==> config.mk <==
export PLATFORM = sky130hd
export DESIGN_NAME = bitmap_and_popcount_density_core
export DESIGN_NICKNAME = d
export VERILOG_FILES = /design/src/hw/rtl/bapd_pkg.sv /design/src/hw/rtl/bapd_in_reg.sv /design/src/hw/rtl/bapd_accum.sv /design/src/hw/rtl/bapd_out_reg.sv /design/src/hw/rtl/bitmap_and_popcount_density_core.sv
export SDC_FILE = /design/constraint.sdc
export NUM_CORES = 1
export LEC_CHECK = 0
export ABC_AREA = 1
export BUFFER_PORTS_ARGS = -buffer_cell sky130_fd_sc_hd__buf_4
export CORE_MARGIN = 2
export CORE_UTILIZATION = 50
export DETAILED_ROUTE_END_ITERATION = 8
export PLACE_DENSITY_LB_ADDON = 0.12
export RECOVER_POWER = 100
export SLEW_MARGIN = 20
export SYNTH_ARGS = -nofsm -noshare
export SYNTH_HDL_FRONTEND = slang
export SYNTH_SLANG_ARGS = --single-unit
export TNS_END_PERCENT = 1
==> constraint.sdc <==
create_clock -name clk -period 12.3 [get_ports clk]
set_clock_uncertainty 0.15 [all_clocks]
set_input_delay 1.23 -clock clk [delete_from_list [all_inputs] [get_ports clk]]
set_output_delay 1.23 -clock clk [all_outputs]
set_load 0.05 [all_outputs]
==> src/hw/rtl/bapd_pkg.sv <==
// Shared types, constants and popcount function for the density core.
package bapd_pkg;

	localparam int unsigned WORD_BITS = 32;
	localparam int unsigned THR_W     = 22;
	localparam int unsigned POP_W     = $clog2(WORD_BITS + 1);

	typedef logic [WORD_BITS-1:0] word_t;
	typedef logic [THR_W-1:0]     count_t;
	typedef logic [POP_W-1:0]     pop_t;

	// Saturation ceiling of the running count
	localparam count_t COUNT_MAX = '1;

	typedef struct packed {
		word_t  word;
		count_t thr;
		logic   last_coord;
		logic   last_word;
	} item_t;

	typedef struct packed {
		count_t point_count;
		logic   dense_flag;
	} result_t;

	// Count set bits of one bitmap word: pair, nibble and byte sums, then add the bytes
	function automatic pop_t popcount(input word_t w);
		word_t x;
		pop_t  n;
		x = w - ((w >> 1) & {(WORD_BITS/2){2'b01}});
		x = (x & {(WORD_BITS/4){4'b0011}}) + ((x >> 2) & {(WORD_BITS/4){4'b0011}});
		x = (x + (x >> 4)) & {(WORD_BITS/8){8'h0F}};
		n = '0;
		for (int i = 0; i < WORD_BITS / 8; i++) begin
			n = n + pop_t'(x[8*i +: 8]);
		end
		return n;
	endfunction

endpackage

==> src/hw/rtl/bapd_in_reg.sv <==
// Input register stage: captures one transfer per cycle from the input channel while in_stall is low.
module bapd_in_reg (
	input  logic             clk,
	input  logic             arst_n,
	input  logic             in_valid,
	output logic             in_stall,
	input  bapd_pkg::item_t  item,
	input  logic             take,
	output logic             valid_s1,
	output bapd_pkg::item_t  item_s1
);

	logic accept;

	// Stall only while the held item cannot move on
	assign in_stall = valid_s1 && !take;
	assign accept   = in_valid && !in_stall;

	// Track occupancy of the stage
	always_ff @(posedge clk or negedge arst_n) begin
		if (!arst_n) begin
			valid_s1 <= 1'b0;
		end else if (accept) begin
			valid_s1 <= 1'b1;
		end else if (take) begin
			valid_s1 <= 1'b0;
		end
	end

	// Load payload on each transfer
	always_ff @(posedge clk) begin
		if (accept) begin
			item_s1 <= item;
		end
	end

endmodule

==> src/hw/rtl/bapd_accum.sv <==
// AND accumulation, popcount, saturating count and density decision.
module bapd_accum (
	input  logic              clk,
	input  logic              arst_n,
	input  logic              valid_s1,
	input  bapd_pkg::item_t   item_s1,
	input  logic              out_blocked,
	output logic              take,
	output logic              res_load,
	output bapd_pkg::result_t res
);

	bapd_pkg::word_t  acc_q;
	bapd_pkg::count_t count_q;
	bapd_pkg::count_t thr_max_q;

	bapd_pkg::word_t  acc_and;
	bapd_pkg::count_t thr_new;
	bapd_pkg::pop_t   pop;
	logic [bapd_pkg::THR_W:0] sum;
	bapd_pkg::count_t count_sat;
	logic end_group;
	logic end_unit;

	// Combine the current word with the group and fold it into the count
	always_comb begin
		acc_and   = acc_q & item_s1.word;
		thr_new   = (item_s1.thr > thr_max_q) ? item_s1.thr : thr_max_q;
		pop       = bapd_pkg::popcount(acc_and);
		sum       = {1'b0, count_q} + (bapd_pkg::THR_W + 1)'(pop);
		count_sat = sum[bapd_pkg::THR_W] ? bapd_pkg::COUNT_MAX : sum[bapd_pkg::THR_W-1:0];
		end_group = item_s1.last_coord;
		end_unit  = item_s1.last_coord && item_s1.last_word;
	end

	// Hold the item only when it ends a unit and the result slot is busy
	assign take     = valid_s1 && !(end_unit && out_blocked);
	assign res_load = take && end_unit;

	assign res.point_count = count_sat;
	assign res.dense_flag  = (count_sat >= thr_new);

	// Advance the unit state; rearm everything when the unit closes
	always_ff @(posedge clk or negedge arst_n) begin
		if (!arst_n) begin
			acc_q     <= '1;
			count_q   <= '0;
			thr_max_q <= '0;
		end else if (take) begin
			if (end_unit) begin
				acc_q     <= '1;
				count_q   <= '0;
				thr_max_q <= '0;
			end else begin
				acc_q     <= end_group ? '1 : acc_and;
				count_q   <= end_group ? count_sat : count_q;
				thr_max_q <= thr_new;
			end
		end
	end

endmodule

==> src/hw/rtl/bapd_out_reg.sv <==
// Result register: holds one result until the output transfer completes.
module bapd_out_reg (
	input  logic              clk,
	input  logic              arst_n,
	input  logic              res_load,
	input  bapd_pkg::result_t res,
	output logic              out_blocked,
	output logic              out_valid,
	input  logic              out_stall,
	output bapd_pkg::count_t  point_count,
	output logic              dense_flag
);

	logic              out_valid_q;
	bapd_pkg::result_t res_q;

	assign out_blocked = out_valid_q && out_stall;

	// Fill on a new result, drop once transferred
	always_ff @(posedge clk or negedge arst_n) begin
		if (!arst_n) begin
			out_valid_q <= 1'b0;
		end else if (res_load) begin
			out_valid_q <= 1'b1;
		end else if (!out_stall) begin
			out_valid_q <= 1'b0;
		end
	end

	// Capture result payload
	always_ff @(posedge clk) begin
		if (res_load) begin
			res_q <= res;
		end
	end

	assign out_valid   = out_valid_q;
	assign point_count = res_q.point_count;
	assign dense_flag  = res_q.dense_flag;

endmodule

==> src/hw/rtl/bitmap_and_popcount_density_core.sv <==
// Density core top level: bitmap intersection popcount with dense decision.
// Usage:
//  Input channel (in_valid/in_stall) takes one bitmap word per transfer with
//  its window threshold. Words of one word index arrive back to back, the last
//  marked by last_coord; last_coord together with last_word closes the unit.
//  Output channel (out_valid/out_stall) gives one result per unit: the
//  saturating point count and the dense flag.
//  Throughput: one input transfer per cycle while in_stall is low; the AND,
//  32-bit popcount and saturating add are combinational between the input
//  and result registers. The word that closes a unit passes the input
//  register, then its result the result register, before out_valid shows it.
//  Stall: a waiting result sits in the result register; words that do not
//  close a unit keep flowing. A closing word waits in the input register
//  until the result register frees, and in_stall stays high while it waits.
//  Reset: arst_n clears both channels' valid state, rearms the AND group to
//  all ones and clears the count and largest threshold.
module bitmap_and_popcount_density_core (
	input  logic                   clk,
	input  logic                   arst_n,
	input  logic                   in_valid,
	output logic                   in_stall,
	input  logic [31:0]            bitmap_word,
	input  logic [21:0]            window_threshold,
	input  logic                   last_coord,
	input  logic                   last_word,
	output logic                   out_valid,
	input  logic                   out_stall,
	output logic [21:0]            point_count,
	output logic                   dense_flag
);

	bapd_pkg::item_t   item;
	bapd_pkg::item_t   item_s1;
	bapd_pkg::result_t res;
	logic valid_s1;
	logic take;
	logic res_load;
	logic out_blocked;

	// Pack the input fields
	assign item.word       = bapd_pkg::word_t'(bitmap_word);
	assign item.thr        = bapd_pkg::count_t'(window_threshold);
	assign item.last_coord = last_coord;
	assign item.last_word  = last_word;

	bapd_in_reg u_in (
		.clk      (clk),
		.arst_n   (arst_n),
		.in_valid (in_valid),
		.in_stall (in_stall),
		.item     (item),
		.take     (take),
		.valid_s1 (valid_s1),
		.item_s1  (item_s1)
	);

	bapd_accum u_accum (
		.clk         (clk),
		.arst_n      (arst_n),
		.valid_s1    (valid_s1),
		.item_s1     (item_s1),
		.out_blocked (out_blocked),
		.take        (take),
		.res_load    (res_load),
		.res         (res)
	);

	bapd_out_reg u_out (
		.clk         (clk),
		.arst_n      (arst_n),
		.res_load    (res_load),
		.res         (res),
		.out_blocked (out_blocked),
		.out_valid   (out_valid),
		.out_stall   (out_stall),
		.point_count (point_count),
		.dense_flag  (dense_flag)
	);

endmodule

Word-level counts from Yosys, hierarchy flattened --
Index checks and enable logic that the tools add are counted.
Operators by class: $add $sub $neg 7, multipliers 0, divide/modulo/power cells 0, order comparisons 2, equal/unequal tests 1, shift-type cells 0, muxes and demuxes 11, bitwise logic cells 1, reduce and logical (&&, ||, !) cells 13
Operator list (number):
- 2-to-1 mux 22 bit | 5
- 2-to-1 mux 32 bit | 2
- bitwise AND 32 bit | 1
- subtractor 32 x 31 -> 32 bit | 1
- adder 30 x 30 -> 31 bit | 1
- adder 28 x 27 -> 28 bit | 1
- adder 22 x 6 -> 23 bit | 1
- greater-or-equal comparator 22 bit | 1
- greater-than comparator 22 bit | 1
- adder 6 x 4 -> 6 bit | 2
- logical AND 1 bit | 7
- adder 4 x 4 -> 5 bit | 1
- 2-to-1 mux 1 bit | 4
- nonzero test 2 bit | 2
- zero test 1 bit | 3
- != test 2 x 1 -> 1 bit (second input constant) | 1
- AND reduction 2 bit | 1
Storage, ports and cells: flip-flop bits (word level) 157, bits in latches 0, bits in writable memories 0, bits in read-only memories 0, bits of input ports 60, output and inout bits 25, word-level logic and storage cells 46, memories 0

Longest topological paths before layout --
Gate-level depths: netlist (run 1).
depth after elaboration 11, depth in mapped cells 43, mapped depth without buffers 43

Hierarchy --
Synthesis (run 1) repeated with hierarchy kept, for this count alone.
Unflattened totals: cells, all modules 1325, area, all modules 11058.1 um^2
By module, submodules not included:
- bapd_accum | times used 1, cells each 1234, area each 8588.2 um^2, sequential area each 1941.9 um^2
- bapd_in_reg | times used 1, cells each 63, area each 1739.2 um^2, sequential area each 1706.6 um^2
- bapd_out_reg | times used 1, cells each 28, area each 730.7 um^2, sequential area each 715.7 um^2

Least setup slack after synthesis (run 1) --
No wires, ideal clock.
kind register to register, from register u_accum.acc_q[3], to register u_out.res_q (netlist bit u_out.dense_flag), data pin, setup time 0.266 ns, arrival time 6.627 ns, required time 11.884 ns, slack 5.257 ns, stages on the path, launching flop included 35, buffers on the path 1, clock period less this slack 7.043 ns, cell sequence dfstp_2 > nand2_1 > ha_1 > inv_1 > nor2_1 > o21ai_0 > nand3_1 > nand2_1 > xnor2_1 > ha_1 > inv_1 > fa_1 > fa_1 > inv_1 > fa_1 > inv_1 > fa_1 > inv_1 > ha_1 > fa_1 > xor2_1 > ha_1 > nand3_1 > nand3_1 > a21oi_1 > nand3b_2 > buf_6 > nand3_2 > ha_1 > nand2_1 > nor2_1 > inv_1 > nor2_1 > o21ai_0 > nand4_1
RTL lines:
- from (decl) | line bapd_accum.sv:13 | bapd_pkg::word_t acc_q;
- from (signal assigned) | line bapd_accum.sv:55 | acc_q <= end_group ? '1 : acc_and;
- to (signal assigned) | line bapd_out_reg.sv:33 | res_q <= res;
- to (decl) | line bapd_out_reg.sv:15 | bapd_pkg::result_t res_q;

==> summary.md, run 1 <==
| Metric | Value |
|---|---|
| Die width | `between 150 and 200 µm` |
| Arrival time worst endpoint | `roughly 8000 ps` |
| Startpoint types | `flop` |
| Area grow syn2layout | `11.83%` |
| RSZ-0062 raised after global routing | `no` |
| Crit. End Element | `flop` |
| Count of final hold-check violations | `0` |
| Rows | `54` |
| H-tree levels | `4` |
| Multi-input gate area | `between 5000 and 6000 µm²` |
| Root Buffer | `clkbuf_16` |
| Syn avg cell area | `around 8 µm²` |
| DR vias | `between 8000 and 9000` |
| Filler cell count | `between 2000 and 2500` |
| Mapped Cells | `approximately 1300` |
| Nets | `1634` |
| Final Slew Violations | `slightly below 200` |
| Largest net degree at the start of global routing | `57` |
| CTS tree | `done` |
| CTS Hold Bufs | `0` |
| Vias in the first global route | `between 8000 and 9000` |
| Final std cells w/o fill | `between 1500 and 2000` |
| Port bufs | `84` |
| Crit-path slowest cell | `fa_1` |
| CP required | `approximately 12000 ps` |
| Status | `finished, violations left` |
| Total Wirelength | `roughly 25000 µm` |
| Iter 0 DRT Violations | `590` |
| Clk sink count | `around 160` |
| Yosys warning total | `0` |
| Post-Place Cells | `around 1700` |
| Clk slew on worst S/H paths | `80 ps` |
| Vias per cell | `around 5.2` |
| CP Class | `flop to flop` |
| Sequential Area | `between 4000 and 5000 µm²` |
| First-pass GRT wire length | `42440 µm` |
| Crit path time final | `~8100 ps` |
| DP HPWL | `about 19000 µm` |
| Most common cell after layout, fill and taps aside | `nand2_1` |
| Routability cong. | `around 0.97` |
| # DRC | `0` |
| Most frequent cells in the layout | `nand2_1 (432), inv_1 (214), nand3_1 (137), ha_1 (121), edfxtp_1 (79)` |
| Hold Path Class | `flop to flop` |
| Clock buffer depth | `2` |
| Most used cell along the critical path | `nand2_1` |
| FF+latch count, synth | `between 150 and 200` |
| Post-CTS setup repair buffer count | `0` |
| Grt ovf | `0` |
| Die area | `between 20000 and 25000 µm²` |
| Sequential-to-total area share from yosys stat | `39.79%` |
| Starting Density | `between 50% and 60%` |
| # IOs | `85` |
| Final period util | `around two thirds` |
| Maxcap violations | `4` |
| DRT Pass-1 Iters | `5` |
| Setup TNS | `0 ps` |
| Final Util | `between 50 and 60%` |
| Core outline area | `21690 µm²` |
| Final instance area | `around 12000 µm²` |
| Post-DP Area | `11890 µm²` |
| Total CTS buffers | `17` |
| Clock Latency Late Sink | `440 ps` |
| GRT Overall Usage | `22.71%` |
| Synth Cell Area | `10970 µm²` |
| Fraction of layout cells with a size suffix above 1 | `9.191%` |
| Worst rel slew slack | `-102.1%` |
| Resize count post-CTS | `0` |
| Failing checks | `capacitance limit, slew limit` |
| Routed Antenna Nets | `0` |
| Initial antenna violation count | `0` |
| Number of antenna diodes | `0` |
| Worst-margin pin slew | `between 3000 and 4000 ps` |
| WL per Instance | `roughly 15 µm` |
| Syn nets | `~1500` |
| Max Fanout on Critical Path | `7` |
| Final setup fails | `0` |
| Distinct cells, synth | `40` |
| Crit path largest cell delay | `between 500 and 600 ps` |
| FMAX | `roughly 0.12 GHz` |
| Die span in y | `approximately 150 µm` |
[layer usage]
metal	track usage (%)	part of all wire, %
met5	0	0
met2	34.58	43
met1	34.03	51
met4	4.984	1.2
met3	4.022	5.2
[path summary, 6_finish.rpt]
check | to | depth (start not counted) | from | slack, ps
max | u_out.dense_flag | 39 | u_accum.acc_q[3] | 4250
min | u_accum.acc_q[1] | 2 | u_accum.acc_q[1] | 330
max reg2reg | u_out.dense_flag | 39 | u_accum.acc_q[3] | 4250
min reg2reg | u_accum.acc_q[1] | 2 | u_accum.acc_q[1] | 330
max in group asynchronous | u_accum.thr_max_q[6] | 2 | arst_n | 7470
min in group asynchronous | u_accum.count_q[16] | 1 | arst_n | 1060
[synthesized netlist by cell type (all sizes together)]
cell	count	area (µm²)
nor2	64	247.7
nand4	14	87.58
xnor2	5	43.79
dfrtp	46	1151
nor3b	1	7.510
o21ai	27	135.1
o21bai	18	135.1
nand2	436	1664
nand3	138	740.7
a211oi	2	15.01
clkbuf	15	56.30
nor4	4	46.29
o21a	3	22.52
edfxtp	79	2372
xor2	26	227.7
a21oi	46	230.2
a21boi	3	22.52
nor3	14	70.07
a21o	1	7.510
nand3b	6	48.80
and2	1	6.260
or2	2	12.51
fa	19	380.4
ha	121	1514
dfstp	32	840.8
inv	216	810.8
buf	6	41.28
a31oi	1	6.260
o211ai	3	22.52
[per-stage QoR]
| stage | setup slack [ps] | hold slack [ps] |
|---|---|---|
| detailed placement | 4432 | 314.7 |
| finish | 4248 | 330.1 |
| floorplan | 5257 | 299.1 |
| global placement | 4567 | 312.5 |
| global route | 3561 | 349.4 |
| CTS | 4427 | 333.3 |
[cell type report]
type                            count  area share, %
Inverter                          216          6.611
Timing Repair Buffer               87          4.438
Clock buffer                       18          3.499
Clock inverter                     14         0.9998
Tap cell                          280          2.857
Multi-Input combinational cell    955          46.01
Sequential cell                   157          35.58
[kinds of logic after synthesis]
logic type | Yosys count | synth area share [%]
fa+ha+maj | 140 | 17.27
xor+xnor | 31 | 2.476
flops | 157 | 39.79
compound gates | 104 | 5.442
simple gates | 680 | 26.73
buf+inv | 237 | 8.283
[state kept, by name, indices dropped and copies added, names as in the netlist]
signal,count
u_accum.count_q,22
u_out.dense_flag,1
u_in.item_s1,56
u_out.out_valid,1
u_in.valid_s1,1
u_accum.acc_q,32
u_accum.thr_max_q,22
u_out.point_count,22
[critical path, delay by kind of cell (launching register included)]
| family | cells | cell delay (ps) |
|---|---|---|
| XOR/XNOR | 4 | 580 |
| AO/OA/AOI/OAI | 4 | 920 |
| AND/OR/NAND/NOR | 18 | 2170 |
| adder cells (fa/ha/maj) | 9 | 3200 |
| buffers and inverters | 4 | 200 |
| flip-flops | 1 | 530 |
Power of run 1 is left out: the tool's default activity adds up to more than one toggle a clock period on the data nets, which glitch-free logic cannot reach.
==> inputs of run 2 (changes only) <==
--- a/config.mk
+++ b/config.mk
@@ -5,7 +5,7 @@
 export SDC_FILE = /design/constraint.sdc
 export NUM_CORES = 1
 export LEC_CHECK = 0
-export ABC_AREA = 1
+export ABC_AREA = 0
 export BUFFER_PORTS_ARGS = -buffer_cell sky130_fd_sc_hd__buf_4
 export CORE_MARGIN = 2
 export CORE_UTILIZATION = 50
==> constraint.sdc (replaced) <==
create_clock -name clk -period 7.5 [get_ports clk]
set_clock_uncertainty 0.15 [all_clocks]
set_input_delay 0.75 -clock clk [delete_from_list [all_inputs] [get_ports clk]]
set_output_delay 0.75 -clock clk [all_outputs]
set_load 0.05 [all_outputs]
==> summary.md, run 2 <==
| Metric | Value |
|---|---|
| Root Buffer | `clkbuf_16` |
| WL met2 | `between 10000 and 15000 µm` |
| Port bufs | `84` |
| Status | `finished, violations left` |
| CP Class | `flop to flop` |
| Crit-path slowest cell | `or4_4` |
| Clk sink count | `about 160` |
| Sequential Area | `roughly 4400 µm²` |
| Die area | `~22000 µm²` |
| Maxcap violations | `4` |
| Largest net degree at the start of global routing | `61` |
| Number of antenna diodes | `0` |
| Synth Area in Simple Gates | `~11%` |
| Distinct cells, synth | `70` |
| Clk slew on worst S/H paths | `approximately 70 ps` |
| RSZ-0062 raised after global routing | `yes` |
| Max layer used | `met4` |
| Final instance area | `13680 µm²` |
| Largest registers | `u_in.item_s1 (56), u_accum.acc_q (32)` |
| Core outline area | `approximately 20000 µm²` |
| Most frequent cells in the layout | `buf_4 (180), ha_1 (99), nand2_1 (87), inv_1 (85), edfxtp_1 (79)` |
| Post-synthesis xor/xnor area fraction | `between 4 and 5%` |
| Syn avg cell area | `10.49 µm²` |
| Yosys warning total | `0` |
| Final Util | `67.80%` |
| # IOs | `85` |
| Yosys top cell by area | `edfxtp_1` |
| Sequential-to-total area share from yosys stat | `roughly 43%` |
| Count of final hold-check violations | `0` |
| Synth Cell Area | `between 10000 and 15000 µm²` |
| Multi-input gate area | `just over 6000 µm²` |
| Top cell type's share of synthesized area | `between 20% and 30%` |
| Mapped Cells | `roughly 980` |
| FMAX | `around 0.13 GHz` |
| Arrival time worst endpoint | `7840 ps` |
| Max FFs per register | `56` |
| Post-synthesis mux area share | `under 10%` |
| Final Slew Violations | `181` |
| Worst setup margin | `-311.8 ps` |
| Failing checks | `capacitance limit, slew limit, setup timing` |
| Vias in the first global route | `roughly 8700` |
| Largest family of logic cells by synthesized area | `adder cells` |
| Grt ovf | `0` |
| Ys async rst share | `49.68%` |
| Crit path largest cell delay | `between 600 and 700 ps` |
| Worst-margin pin slew | `~3500 ps` |
| Crit path time final | `about 7800 ps` |
| Syn nets | `approximately 1200` |
| Initial antenna violation count | `0` |
| Most common cell after layout, fill and taps aside | `buf_4` |
| Iter 0 DRT Violations | `511` |
| Clock Latency Late Sink | `roughly 430 ps` |
| Startpoint types | `flop` |
| Crit. End Element | `flop` |
| Met3 Wirelength | `between 1000 and 1500 µm` |
| Synth cell count leaders | `ha_1 (121), nand2_1 (103), inv_1 (94)` |
| Fraction of layout cells with a size suffix above 1 | `32.62%` |
| Clock buffer depth | `2` |
| Met1 wire length | `approximately 11000 µm` |
| DR vias | `around 8400` |
| Compound-Gate Fraction of Synth Area | `about 17%` |
| Synth Area in Adders | `between 10% and 20%` |
| Largest cells by area after synthesis | `edfxtp_1 (23%), ha_1 (15%), dfrtp_1 (11%)` |
| Vias per cell | `5.486` |
| R2R Setup Slk | `-310 ps` |
| Area grow syn2layout | `33.26%` |
| Biggest register | `u_in.item_s1` |
| First-pass GRT wire length | `between 40000 and 50000 µm` |
| Count leader, synth | `ha_1` |
| EDFF count, synth | `79` |
| Final period util | `104.2%` |
| Routability cong. | `approximately 0.9` |
| Die span in y | `~150 µm` |
| CTS tree | `done` |
| Nets | `between 1000 and 1500` |
| FF+latch count, synth | `roughly 160` |
| Top_reg_cell synth | `edfxtp_1` |
| Worst rel slew slack | `-132.1%` |
| Routed Antenna Nets | `0` |
| Filler cell count | `approximately 1600` |
| Die width | `147.3 µm` |
| Final hold slack | `about 330 ps` |
| DP HPWL | `19410 µm` |
| H-tree levels | `4` |
| Starting Density | `50.88%` |
| Total Wirelength | `around 27000 µm` |
| Dpl ws | `-417.2 ps` |
| GRT Overall Usage | `between 20% and 30%` |
| Total CTS buffers | `17` |
| Max Fanout on Critical Path | `6` |
| Final setup fails | `1` |
| Rows | `52` |
| # DRC | `0` |
| Post-DP Area | `about 13000 µm²` |
| Hold Path Class | `flop to flop` |
| CP required | `approximately 7500 ps` |
| WL per Instance | `17.63 µm` |
| DRT Pass-1 Iters | `4` |
==> run 2: cell count changes after synthesis, sizes merged, moves of 31 or more <==
cell | previous run | this run
a22o | 0 | 31
nand3 | 138 | 21
o21ai | 27 | 68
inv | 216 | 94
nand2 | 436 | 103
nor2 | 64 | 30
a21o | 1 | 35
==> run 2: worst paths after layout <==
kind	startpoint	endpoint	cells after the start
max in group asynchronous	arst_n	u_accum.count_q[18]	2
worst min register to register	u_accum.acc_q[20]	u_accum.acc_q[20]	2
worst max register to register	u_accum.acc_q[9]	u_out.dense_flag	29
worst min-delay path	u_accum.acc_q[20]	u_accum.acc_q[20]	2
min in group asynchronous	arst_n	u_accum.acc_q[28]	1
worst max-delay path	u_accum.acc_q[9]	u_out.dense_flag	29
==> run 2: metrics by stage <==
| step | TNS, ps | cells |
|---|---|---|
| after detailed placement | -417.2 | 1473 |
| final | -311.8 | 1530 |
| after CTS | -295.4 | 1525 |
| after global routing | -551.9 | 1530 |
| after global placement | -395.1 | 1473 |
| after floorplan | 0 | 978 |
==> run 2: area by class of cell <==
class / count / area share [%]
Clock inverter: 13 / 1.272
Tap cell: 270 / 2.470
Multi-Input combinational cell: 704 / 44.14
Timing Repair Buffer: 273 / 14.31
Clock buffer: 19 / 3.321
Sequential cell: 157 / 31.91
Inverter: 94 / 2.580
==> run 2: kinds of logic (layout without fill, tap and decap cells) <==
kind of cell | count (synthesis) | after routing
AO/OA/AOI/OAI | 262 | 262
XOR/XNOR | 48 | 48
adder cells (fa/ha/maj) | 140 | 140
buffers and inverters | 117 | 399
flip-flops | 157 | 157
multiplexers | 24 | 24
AND/OR/NAND/NOR | 230 | 230
==> run 2: what timing repair did <==
item,4_1_cts,5_1_grt
resized for setup,41,55
hold endpoints to repair,0,0
cloned,1,0
setup endpoints to repair,1,1
setup buffers,19,5
hold buffers,0,0
pin swaps,50,54
==> run 2: critical path: cells and delay by family (launching register included) <==
kind            cells  cell delay, ps
fa+ha+maj           9            3480
compound gates     11            1900
simple gates        5            1150
flops               1             570
xor+xnor            1             180
buf+inv             3             130
==> run 2: routing by layer <==
layer | track usage [%] | vias to the layer above
met5 | 0 | -
met4 | 10.72 | 0
met3 | 3.540 | 59
met2 | 44.42 | 217
met1 | 32.00 | 4049
li1 | - | 4068
Power of run 2 is left out for the same reason.
